==> src/hdl/swms_pkg.sv <==
package swms_pkg;

  localparam int unsigned CHANNELS    = 8;
  localparam int unsigned WINDOW_MAX  = 256;
  localparam int unsigned SAMPLE_BITS = 16;

  localparam int unsigned CH_W    = 3;
  localparam int unsigned WIN_W   = 9;
  localparam int unsigned SLOT_W  = $clog2(WINDOW_MAX);
  localparam int unsigned ADDR_W  = CH_W + SLOT_W;
  localparam int unsigned STORE_DEPTH = 1 << ADDR_W;

  localparam int unsigned SUM_W   = 24;
  localparam int unsigned SQ_W    = 39;
  localparam int unsigned PROD_W  = 2 * SAMPLE_BITS - 1;
  localparam int unsigned MEAN_W  = 24;
  localparam int unsigned STD_W   = 24;

  // divider: quotient / shift register width, divisor width, step counter
  localparam int unsigned NUM_W   = 47;
  localparam int unsigned DVS_W   = 17;
  localparam int unsigned DCNT_W  = 6;
  localparam int unsigned MEAN_STEPS = MEAN_W;
  localparam int unsigned VAR_STEPS  = NUM_W;

  // square root: working width and step counter
  localparam int unsigned RT_W    = 48;
  localparam int unsigned RCNT_W  = 5;
  localparam int unsigned RT_STEPS = 24;

  localparam logic [WIN_W-1:0] WIN_RESET = WIN_W'(16);

  typedef struct packed {
    logic [CH_W-1:0]               channel;
    logic signed [SAMPLE_BITS-1:0] sample;
  } in_item_t;

  typedef struct packed {
    logic [CH_W-1:0]          out_channel;
    logic signed [MEAN_W-1:0] window_mean;
    logic [STD_W-1:0]         window_std_dev;
  } out_item_t;

  // Clamp a written window length into 1..WINDOW_MAX.
  function automatic logic [WIN_W-1:0] eff_window(input logic [WIN_W-1:0] v);
    logic [WIN_W-1:0] r;
    if (v == '0) begin
      r = WIN_W'(1);
    end else if (v > WIN_W'(WINDOW_MAX)) begin
      r = WIN_W'(WINDOW_MAX);
    end else begin
      r = v;
    end
    return r;
  endfunction

endpackage

==> src/hdl/swms_front.sv <==
module swms_front (
  input  logic               clk_i,
  input  logic               rst_ni,
  input  logic               in_valid_i,
  output logic               in_ready_o,
  input  swms_pkg::in_item_t in_data_i,
  output logic               q_valid_o,
  output swms_pkg::in_item_t q_item_o,
  input  logic               q_pop_i
);
  import swms_pkg::*;

  in_item_t    buf_q [2];
  logic        wr_ptr_q, wr_ptr_d;
  logic        rd_ptr_q, rd_ptr_d;
  logic [1:0]  cnt_q, cnt_d;
  logic        push;
  logic        pop;
  logic        ch_ok;

  assign in_ready_o = (cnt_q != 2'd2);
  // drop samples for channels that do not exist
  assign ch_ok = (32'(in_data_i.channel) < CHANNELS);
  assign push  = in_valid_i && in_ready_o && ch_ok;
  assign pop   = q_pop_i && (cnt_q != 2'd0);

  assign q_valid_o = (cnt_q != 2'd0);
  assign q_item_o  = buf_q[rd_ptr_q];

  always_comb begin
    wr_ptr_d = push ? ~wr_ptr_q : wr_ptr_q;
    rd_ptr_d = pop ? ~rd_ptr_q : rd_ptr_q;
    cnt_d    = cnt_q + 2'(push) - 2'(pop);
  end

  always_ff @(posedge clk_i or negedge rst_ni) begin
    if (!rst_ni) begin
      wr_ptr_q <= 1'b0;
      rd_ptr_q <= 1'b0;
      cnt_q    <= 2'd0;
    end else begin
      wr_ptr_q <= wr_ptr_d;
      rd_ptr_q <= rd_ptr_d;
      cnt_q    <= cnt_d;
    end
  end

  always_ff @(posedge clk_i) begin
    if (push) begin
      buf_q[wr_ptr_q] <= in_data_i;
    end
  end

endmodule

==> config.mk <==
export PLATFORM = sky130hd
export DESIGN_NAME = swms_front
export DESIGN_NICKNAME = d
export VERILOG_FILES = /design/src/hdl/swms_pkg.sv /design/src/hdl/swms_front.sv
export SDC_FILE = /design/constraint.sdc
export NUM_CORES = 1
export LEC_CHECK = 0
export ABC_AREA = 1
export CORE_AREA = 2 2 58 60
export DETAILED_ROUTE_END_ITERATION = 7
export DIE_AREA = 0 0 60 62
export DONT_BUFFER_PORTS = 1
export PLACE_DENSITY_LB_ADDON = 0.25
export SLEW_MARGIN = 5
export SYNTH_ARGS = -nofsm -noshare
export SYNTH_HDL_FRONTEND = slang
export SYNTH_SLANG_ARGS = --single-unit
==> constraint.sdc <==
create_clock -name clk_i -period 2.42 [get_ports clk_i]
set_input_delay 0.484 -clock clk_i [delete_from_list [all_inputs] [get_ports clk_i]]
set_output_delay 0.484 -clock clk_i [all_outputs]
set_load 0.005 [all_outputs]
==> results of run 1 <==
-- how the worst max path moves through the flow --
stage | from | to | slack (ns) | cells after the start
floorplan | cnt_q[1] | buf_q[1][0] | 0.63 | 3
global placement | cnt_q[1] | buf_q[0][11] | 0.84 | 3
detailed placement | cnt_q[0] | buf_q[0][6] | 0.79 | 4
CTS | rd_ptr_q | q_item_o[9] | 0.69 | 3
global route | rd_ptr_q | q_item_o[4] | 0.63 | 3
finish | rd_ptr_q | q_item_o[0] | 0.72 | 3
-- area by class of cell --
type	instances	area, µm²
fillers	277	1433
repair buffers	3	25.02
clock inverters	3	40.04
flip-flops and latches	42	1241
multi-input cells	76	311.5
inverters	9	33.78
clock buffers	5	37.54
well taps	46	57.56
-- power by group through the flow --
stage               clock (mW)  combinational, mW  sequential, mW
CTS                      0.439              0.575            1.05
global placement             0              0.540            1.05
finish                   0.428              0.552            1.05
floorplan                    0              0.459            1.05
global route             0.468              0.657            1.06
detailed placement           0              0.573            1.07
-- sequential cells by signal (all words and copies together), names as in the netlist --
register	cells
buf_q	38
cnt_q	2
rd_ptr_q	1
wr_ptr_q	1
-- placed cells by master (no fill, tap or decap), types with 2 or more instances in the layout --
master,instances
dfrtp_1,4
edfxtp_1,38
clkbuf_4,5
buf_4,2
ha_1,2
clkinv_2,2
nand2_1,69
nand3_1,3
inv_1,8
-- critical path, delay by kind of cell (launching register included) --
kind	cells	cell delay [ns]
DFF	1	0.40
and+or+nand+nor	2	0.21
buffers and inverters	1	0.26
-- per-layer routing --
layer / global-route usage / share of wire
met4: 0.1079 / 0.023
met2: 0.2702 / 0.52
met5: 0 / 0
met1: 0.1519 / 0.36
met3: 0.06625 / 0.096
-- kinds of logic (layout without fill, tap and decap cells) --
kind of cell / count (synthesis) / in the layout
fa+ha+maj: 2 / 2
buf+inv: 13 / 20
flops: 42 / 42
simple gates: 74 / 74
==> metrics.txt, run 1 <==
status finished clean; Final WS setup 0.7173 ns; Synth Area in Simple Gates 0.1756; Leakage 0.7337 nW; routed vias/inst 4.832; DRT Pass-1 Iters 3; pwr dens 1160 mW/mm²; initial antenna violation count 0; Post-CTS Setup Bufs 0; largest net degree at the start of global routing 21; relative slew slack 0.5006; Avg Cell Area, Syn 12.35 µm²; sw frac 0.3319; Clk Latency, worst-skew pair 0.35 ns; cell mode on critical path nand2_1; Logic pwr share 0.272; P&R area growth vs syn 7.966%; initial DRC count 30; min cycle time layout 1.703 ns; critical-path cell list inv_2 -> nand2_1 -> nand2_1; top cells by count, synth nand2_1, edfxtp_1, inv_1; Clock Power Share 0.211; Seq cells post-synth 42; Max Fclk 587.3 MHz; HP Class input pin to flip-flop; share of async-settable or async-resettable flops after synthesis 0.09524; WHS 0.2185 ns; fin area 0.001747 mm²; Slowest-stage cell, CP dfrtp_1; final number of max-transition violations 0; Placement Rows 21; Critical Path Fanout Max 20; post-synth top area share 0.7053; core area 0.003179 mm²; largest family of logic cells by synthesized area simple AND/OR/NAND/NOR gates; post-synthesis sequential area ratio 0.7672; Clk pin slew, worst setup/hold paths 0.12 ns; DP Cell Count 175; Max Cap Viol 0; switching pwr 672.3 µW; xor and xnor fraction of the mapped netlist area 0; Antenna Violating Nets Remaining 0; Setup Crit Path Kind flip-flop to primary output; Hold EP buf_q[0][18]; total number of vias 889; final hold viol count 0; Final Non-Filler Cells 184; Vert. Die Dim 62 µm; Initial Util 0.5089; CP arrival 1.22 ns; worst-case clock buffer depth 2; Slew @ Worst Pin 0.7483 ns; Tcrit/Tclk final 0.7036; Post-synth top flop edfxtp_1; synthesized instance count 131; Setup WS pre-CTS 0.7925 ns; nets 162; Resized cells post-CTS 0; hold path cells 0; Final HPWL DP 1732 µm; mux cell area share after synthesis 0; clk sink count 42; Syn. warnings 0; Die Footprint 0.003720 mm²; EDFF count, synth 38; crit start category flip-flop; total grt overflow 0; Hold Startpoint in_data_i[18]; number of global-route vias before repair 924; compound-gate portion of the synthesized area 0; Power Internal 1.353 mW; Final TNS setup 0 ns; Util after Layout 0.5494; gr usage total 0.1565; WL final 2600 µm; total CTS buffers 5; CTS tree done; syn nets 156; unrepaired setup endpoints after global routing no; CP Capture Type primary output; count leader, synth nand2_1; Reg-to-Reg Start cnt_q[0]; Boundary Pins 44; Distinct cells, synth 11; slowest stage delay, CP 0.40 ns; Cell Area, Synth 0.001618 mm²; gpl congestion 0.7050; top cell type by total area after synthesis edfxtp_1; peak supply drop 685.7 µV; final setup fails 0; Buffers on Ports 0; RR Endpoint buf_q[0][3]; r2r setup slk 0.84 ns; DRC viols 0; antenna diode count 0; H-Tree Depth 2; Tot Pwr 2.026 mW; dominant cells by area after synthesis edfxtp_1, nand2_1, dfrtp_1, inv_1, ha_1; Synth Area in Adders 0.01547; die width 60 µm; reg2reg path depth 4; first-pass GRT wire length 3974 µm; Critical Path RT 1.94 ns; Routed wire per std cell 14.13 µm; Clock Skews 0.01241 ns; hold_buf cts 1; Sequential Power Share 0.516; dpl cell area 0.001659 mm²; clk root buf clkbuf_4; share of layout cells above drive strength 1 0.09420
(Power assumes the default switching activity.)
==> run 2: changes to the inputs <==
--- a/config.mk
+++ b/config.mk
@@ -5,10 +5,10 @@
 export SDC_FILE = /design/constraint.sdc
 export NUM_CORES = 1
 export LEC_CHECK = 0
-export ABC_AREA = 1
-export CORE_AREA = 2 2 58 60
+export ABC_AREA = 0
+export CORE_AREA = 2 2 57 59
 export DETAILED_ROUTE_END_ITERATION = 7
-export DIE_AREA = 0 0 60 62
+export DIE_AREA = 0 0 59 61
 export DONT_BUFFER_PORTS = 1
 export PLACE_DENSITY_LB_ADDON = 0.25
 export SLEW_MARGIN = 5
==> constraint.sdc (replaced) <==
create_clock -name clk_i -period 1.4 [get_ports clk_i]
set_input_delay 0.28 -clock clk_i [delete_from_list [all_inputs] [get_ports clk_i]]
set_output_delay 0.28 -clock clk_i [all_outputs]
set_load 0.005 [all_outputs]
==> metrics.txt, run 2 <==
status finished with violations; failing checks setup timing; count leader, synth edfxtp_1; Max Fclk 628.2 MHz; final setup fails 59 (+59); pwr dens 2107 mW/mm² (+82%); RR Endpoint cnt_q[1]; syn nets 101 (-35%); Avg Cell Area, Syn 20.58 µm² (+67%); Final HPWL DP 1580 µm (-8.8%); gpl congestion 0.6681 (-5.2%); WHS 0.03157 ns (-0.1869 ns); dominant cells by area after synthesis edfxtp_1, mux2_1, dfrtp_1, xnor2_1, ha_1; P&R area growth vs syn 32.08%; Clock Skews 0.004764 ns (-0.007643 ns); Max Cap Viol 0 (unchanged); Boundary Pins 44 (unchanged); Antenna Violating Nets Remaining 0 (unchanged); DP Cell Count 118 (-33%); initial DRC count 9 (-70%); Leakage 0.7947 nW (+8.3%); post-synth top area share 0.7296 (+0.02426); HP Class input pin to flip-flop; Reg with most FFs buf_q; top cell type by total area after synthesis edfxtp_1; reg2reg path depth 7 (+3); Cell Area, Synth 0.001564 mm² (-3.3%); Final WS setup -0.1919 ns (-0.9093 ns); die width 59 µm (-1.7%); Buffers on Ports 0 (unchanged); Stages on worst setup path 7 (+4); fillcell total 206 (-26%); nets 131 (-19%); unrepaired setup endpoints after global routing yes; Post-synth top flop edfxtp_1; Vert. Die Dim 61 µm (-1.6%); CP bufs+invs 1 (unchanged); core area 0.002953 mm² (-7.1%); total grt overflow 0 (unchanged); Distinct cells, synth 14 (+3); largest net degree at the start of global routing 20 (-4.8%); most frequent cells in the layout edfxtp_1, mux2_4, buf_4, dlygate4sd3_1, buf_6; Slew @ Worst Pin 0.2823 ns (-0.4660 ns); peak supply drop 1035 µV (+51%); antenna diode count 0 (unchanged); gr usage total 0.1544 (-0.002084); share of layout cells above drive strength 1 0.5047 (+0.4105); Critical Path RT 1.63 ns (-0.31 ns); Tot Pwr 4.353 mW (+110%); Final Non-Filler Cells 140 (-24%); most common cell after layout, fill and taps aside edfxtp_1; clk sink count 42 (unchanged); slowest stage delay, CP 0.39 ns (about the same); Hold Startpoint in_data_i[15]; clk root buf clkbuf_4; routed vias/inst 5.386 (+11%); Routed wire per std cell 18.46 µm (+31%); WL final 2585 µm (-0.58%); Clk pin slew, worst setup/hold paths 0.11 ns (about the same); r2r setup slk -0.19 ns (-1.03 ns); Reg-to-Reg Start cnt_q[0]; initial antenna violation count 0 (unchanged); total CTS buffers 5 (unchanged); share of async-settable or async-resettable flops after synthesis 0.09524 (unchanged); cell mode on critical path ha_4; Initial Util 0.5297 (+0.02081); worst-case clock buffer depth 2 (unchanged); post-synthesis sequential area ratio 0.7936 (+0.02639); CP delay by family, top simple AND/OR/NAND/NOR gates; DRT Pass-1 Iters 2 (-1); hold path cells 0 (unchanged); relative slew slack 0.8118 (+0.3112); first-pass GRT wire length 3760 µm (-5.4%); Die Footprint 0.003599 mm² (-3.3%); Hold EP buf_q[1][15]; top cells by count, synth edfxtp_1, mux2_1, dfrtp_1; total number of vias 754 (-15%); final hold viol count 0 (unchanged); Critical Path Fanout Max 2 (-90%); min cycle time layout 1.592 ns; Clk Latency, worst-skew pair 0.33 ns (-0.02 ns); Tcrit/Tclk final 1.137; CTS tree done; final number of max-transition violations 0 (unchanged); synthesized instance count 76 (-42%); number of global-route vias before repair 797 (-14%); Util after Layout 0.6996 (+0.1502); Setup Crit Path Kind flip-flop to flip-flop; H-Tree Depth 2 (unchanged); CP arrival 1.82 ns (+0.60 ns); Top Registers buf_q (38), cnt_q (2); Placement Rows 20 (-4.8%); EDFF count, synth 38 (unchanged); critical-path cell list or2_1 -> and2_4 -> ha_4 -> inv_2 -> ha_4 -> xnor2_2 -> xnor2_1; DRC viols 0 (unchanged); CP Capture Type flip-flop; Slowest-stage cell, CP dfrtp_1; Syn. warnings 0 (unchanged); crit start category flip-flop; max reg flops 38 (unchanged); Seq cells post-synth 42 (unchanged)
run 2: changes by cell type in the layout (fill, tap and decap cells not counted), sizes merged, moves of 2 or more:
cell / delta
buf: +16
clkbuf: +3
clkinv: -2
dlygate4sd3: +5
inv: -8
mux2: +19
nand2: -69
nand3: -3
xnor2: +3
run 2: cell type report:
| class | count | area, µm² | area share |
|---|---|---|---|
| timing repair buffer | 25 | 262.8 | 0.1272 |
| tap | 33 | 41.29 | 0.01999 |
| clock inverter | 1 | 30.03 | 0.01454 |
| inverter | 1 | 3.754 | 0.001817 |
| sequential | 42 | 1242 | 0.6015 |
| multi-input combinational | 31 | 440.4 | 0.2132 |
| clock buffer | 7 | 45.04 | 0.02180 |
run 2: logic make-up after synthesis:
| family | after synthesis | synth area share |
|---|---|---|
| multiplexers | 19 | 0.1368 |
| AND/OR/NAND/NOR | 6 | 0.02240 |
| adder cells (fa/ha/maj) | 2 | 0.01600 |
| XOR/XNOR | 4 | 0.02240 |
| buffers and inverters | 3 | 0.008798 |
| flip-flops | 42 | 0.7936 |
run 2: metrics by stage:
step | worst slack, ns | TNS [ns] | cell area, µm²
final | -0.1919 | -4.873 | 2066
after global routing | -0.2512 | -8.350 | 2066
after CTS | -0.2230 | -3.129 | 1948
after detailed placement | -0.2182 | -2.659 | 1709
after global placement | -0.1452 | -1.372 | 1709
after floorplan | -0.1722 | -3.263 | 1583
run 2: worst max path at each step:
| stage | startpoint | slack, ns | end |
|---|---|---|---|
| 2_1_floorplan | cnt_q[0] | -0.17 | cnt_q[1] |
| 3_3_place_gp | cnt_q[1] | -0.15 | cnt_q[1] |
| 3_5_place_dp | cnt_q[1] | -0.22 | cnt_q[1] |
| 4_1_cts | cnt_q[1] | -0.22 | cnt_q[1] |
| 5_1_grt | cnt_q[0] | -0.25 | cnt_q[1] |
| 6_report | cnt_q[0] | -0.19 | cnt_q[1] |
run 2: worst register-to-register path: stages, from the launching register on:
cell and delay (ns):
dfrtp_1 0.39, or2_1 0.25, and2_4 0.16, ha_4 0.25, inv_2 0.04, ha_4 0.15, xnor2_2 0.13, xnor2_1 0.12
run 2: where the power goes:
| group | switching [mW] | total, mW | leakage [nW] | internal [mW] |
|---|---|---|---|---|
| sequential | 0.124 | 1.85 | 0.399 | 1.73 |
| combinational | 0.697 | 1.77 | 0.357 | 1.07 |
| clock | 0.352 | 0.731 | 0.0395 | 0.379 |
| total | 1.17 | 4.35 | 0.795 | 3.18 |
run 2: what timing repair did:
item | CTS | global route
setup endpoints to repair | 61 | 42
resized for setup | 34 | 4
gates cloned | 0 | 1
hold buffers | 1 | 5
buffers inserted | 3 | 4
hold endpoints to repair | 4 | 10
pin swaps | 4 | 5
run 2: routing by layer:
layer  global-route usage  share of wire  vias to the layer above
li1                     -              -                      349
met1               0.1546           0.39                      374
met2               0.2730           0.53                       25
met3              0.07463          0.068                        6
met4              0.06818          0.014                        0
met5                    0              0                        -
==> run 3: changes to the inputs <==
--- a/config.mk
+++ b/config.mk
@@ -5,10 +5,11 @@
 export SDC_FILE = /design/constraint.sdc
 export NUM_CORES = 1
 export LEC_CHECK = 0
-export ABC_AREA = 0
-export CORE_AREA = 2 2 57 59
+export ABC_AREA = 1
+export CAP_MARGIN = 5
+export CORE_AREA = 2 2 58 60
 export DETAILED_ROUTE_END_ITERATION = 7
-export DIE_AREA = 0 0 59 61
+export DIE_AREA = 0 0 60 62
 export DONT_BUFFER_PORTS = 1
 export PLACE_DENSITY_LB_ADDON = 0.25
 export SLEW_MARGIN = 5
==> metrics.txt, run 3 (synthesis results as in run 1) <==
status finished with violations; failing checks setup timing; Top Registers buf_q (38), cnt_q (2); Max Cap Viol 0 (unchanged); Tcrit/Tclk final 1.007 (-0.1302); first-pass GRT wire length 3381 µm (-10%); unrepaired setup endpoints after global routing yes; Final Non-Filler Cells 194 (+39%); Routed wire per std cell 13.27 µm (-28%); slowest stage delay, CP 0.41 ns (+0.02 ns); Initial Util 0.5089 (-0.02081); fin area 0.001931 mm² (-6.5%); CP delay by family, top adder cells; Die Footprint 0.003720 mm² (+3.4%); initial DRC count 16 (+7); Setup Crit Path Kind flip-flop to flip-flop; Setup WS pre-CTS -0.0007754 ns (+0.2174 ns); Critical Path RT 1.63 ns (about the same); CP arrival 1.64 ns (-0.18 ns); gpl congestion 0.8312 (+24%); Placement Rows 21 (+5.0%); share of layout cells above drive strength 1 0.2095 (-0.2952); Tot Pwr 3.828 mW (-12%); most common cell after layout, fill and taps aside nand2_1; CTS tree done; fillcell total 247 (+20%); Max Fclk 709.4 MHz (+13%); most frequent cells in the layout nand2_1, edfxtp_1, nand2_2, dlygate4sd3_1, inv_1; initial antenna violation count 0 (unchanged); CP bufs+invs 4 (+3); DP Cell Count 177 (+50%); worst-case clock buffer depth 2 (unchanged); DRC viols 0 (unchanged); max reg flops 38 (unchanged); Final HPWL DP 1544 µm (-2.3%); CP Capture Type flip-flop; routed vias/inst 4.773 (-11%); die width 60 µm (+1.7%); nets 172 (+31%); Slew @ Worst Pin 0.2077 ns (-0.07460 ns); total grt overflow 0 (unchanged); clk root buf clkbuf_4; Clk Latency, worst-skew pair 0.33 ns (about the same); Buffers on Ports 0 (unchanged); antenna diode count 0 (unchanged); cell mode on critical path inv_1; HP Class input pin to flip-flop; total number of vias 926 (+23%); Critical Path Fanout Max 2 (unchanged); Slowest-stage cell, CP dfrtp_1; final setup fails 2 (-97%); crit start category flip-flop; critical-path cell list inv_2 -> nand2_2 -> nand2_2 -> inv_1 -> ha_1 -> inv_1 -> ha_2 -> inv_1 -> nand2_1 -> nand2_1; core area 0.003179 mm² (+7.7%); relative slew slack 0.8611 (+0.04928); WL final 2575 µm (-0.39%); final hold viol count 0 (unchanged); peak supply drop 1000 µV (-3.4%); Util after Layout 0.6072 (-0.09233); H-Tree Depth 2 (unchanged); Boundary Pins 44 (unchanged); min cycle time layout 1.410 ns (-0.1823 ns); final number of max-transition violations 0 (unchanged); gr usage total 0.1356 (-0.01881); dpl cell area 0.001704 mm² (-0.29%); Reg with most FFs buf_q; number of global-route vias before repair 788 (-1.1%); Leakage 0.7878 nW (-0.87%); Clk pin slew, worst setup/hold paths 0.11 ns (about the same); Clock Skews 0.01084 ns (+0.006073 ns); total CTS buffers 5 (unchanged); largest net degree at the start of global routing 21 (+5.0%); Vert. Die Dim 62 µm (+1.6%); pwr dens 1983 mW/mm² (-5.9%); Final WS setup -0.009573 ns (+0.1823 ns); clk sink count 42 (unchanged); DRT Pass-1 Iters 4 (+2); Antenna Violating Nets Remaining 0 (unchanged); P&R area growth vs syn 19.33%
-- run 3: changes by cell type in the layout (fill, tap and decap cells not counted), sizes merged, moves of 2 or more --
cell / change
mux2: -19
buf: -13
xnor2: -3
inv: +8
nand3: +3
dlygate4sd3: +2
nand2: +69
-- run 3: path summary, 6_finish.rpt --
| path | start | endpoint | slack, ns | cells past startpoint |
|---|---|---|---|---|
| max reg2reg | cnt_q[0] | cnt_q[1] | -0.01 | 10 |
| min in group asynchronous | rst_ni | cnt_q[1] | 0.21 | 1 |
| max | cnt_q[0] | cnt_q[1] | -0.01 | 10 |
| min | in_data_i[18] | buf_q[0][18] | 0.04 | 0 |
| min reg2reg | wr_ptr_q | wr_ptr_q | 0.49 | 2 |
| max in group asynchronous | rst_ni | rd_ptr_q | 0.99 | 1 |
-- run 3: final cells by class --
class | count | area (µm²) | area share
Inverter | 9 | 41.29 | 0.02139
Clock buffer | 7 | 55.05 | 0.02852
Tap cell | 46 | 57.56 | 0.02981
Timing Repair Buffer | 13 | 155.1 | 0.08036
Multi-Input combinational cell | 76 | 349.1 | 0.1808
Clock inverter | 1 | 30.03 | 0.01555
Sequential cell | 42 | 1242 | 0.6436
-- run 3: timing repair --
action / CTS / global route
resized for setup: 10 / 12
setup buffers: 0 / 1
pin swaps: 0 / 3
hold endpoints to repair: 4 / 12
hold buffers: 1 / 7
setup endpoints to repair: 20 / 21
-- run 3: through the flow --
stage,setup TNS [ns],hold slack (ns)
finish,-0.009707,0.03784
global route,-1.066,0.003347
CTS,-0.05181,0.01153
detailed placement,-0.0007754,-0.01548
global placement,0,-0.01550
floorplan,0,-0.01559
-- run 3: power breakdown --
part           switching, mW  internal [mW]
Clock                  0.343          0.427
Sequential             0.115           1.72
Combinational          0.787          0.436
Total                   1.24           2.58
-- run 3: metal layers --
metal	routed length [µm]	share of wire	global-route usage
met3	194	0.075	0.08489
met5	0	0	0
met4	53	0.021	0.07937
met1	1013	0.39	0.1454
met2	1314	0.51	0.2050
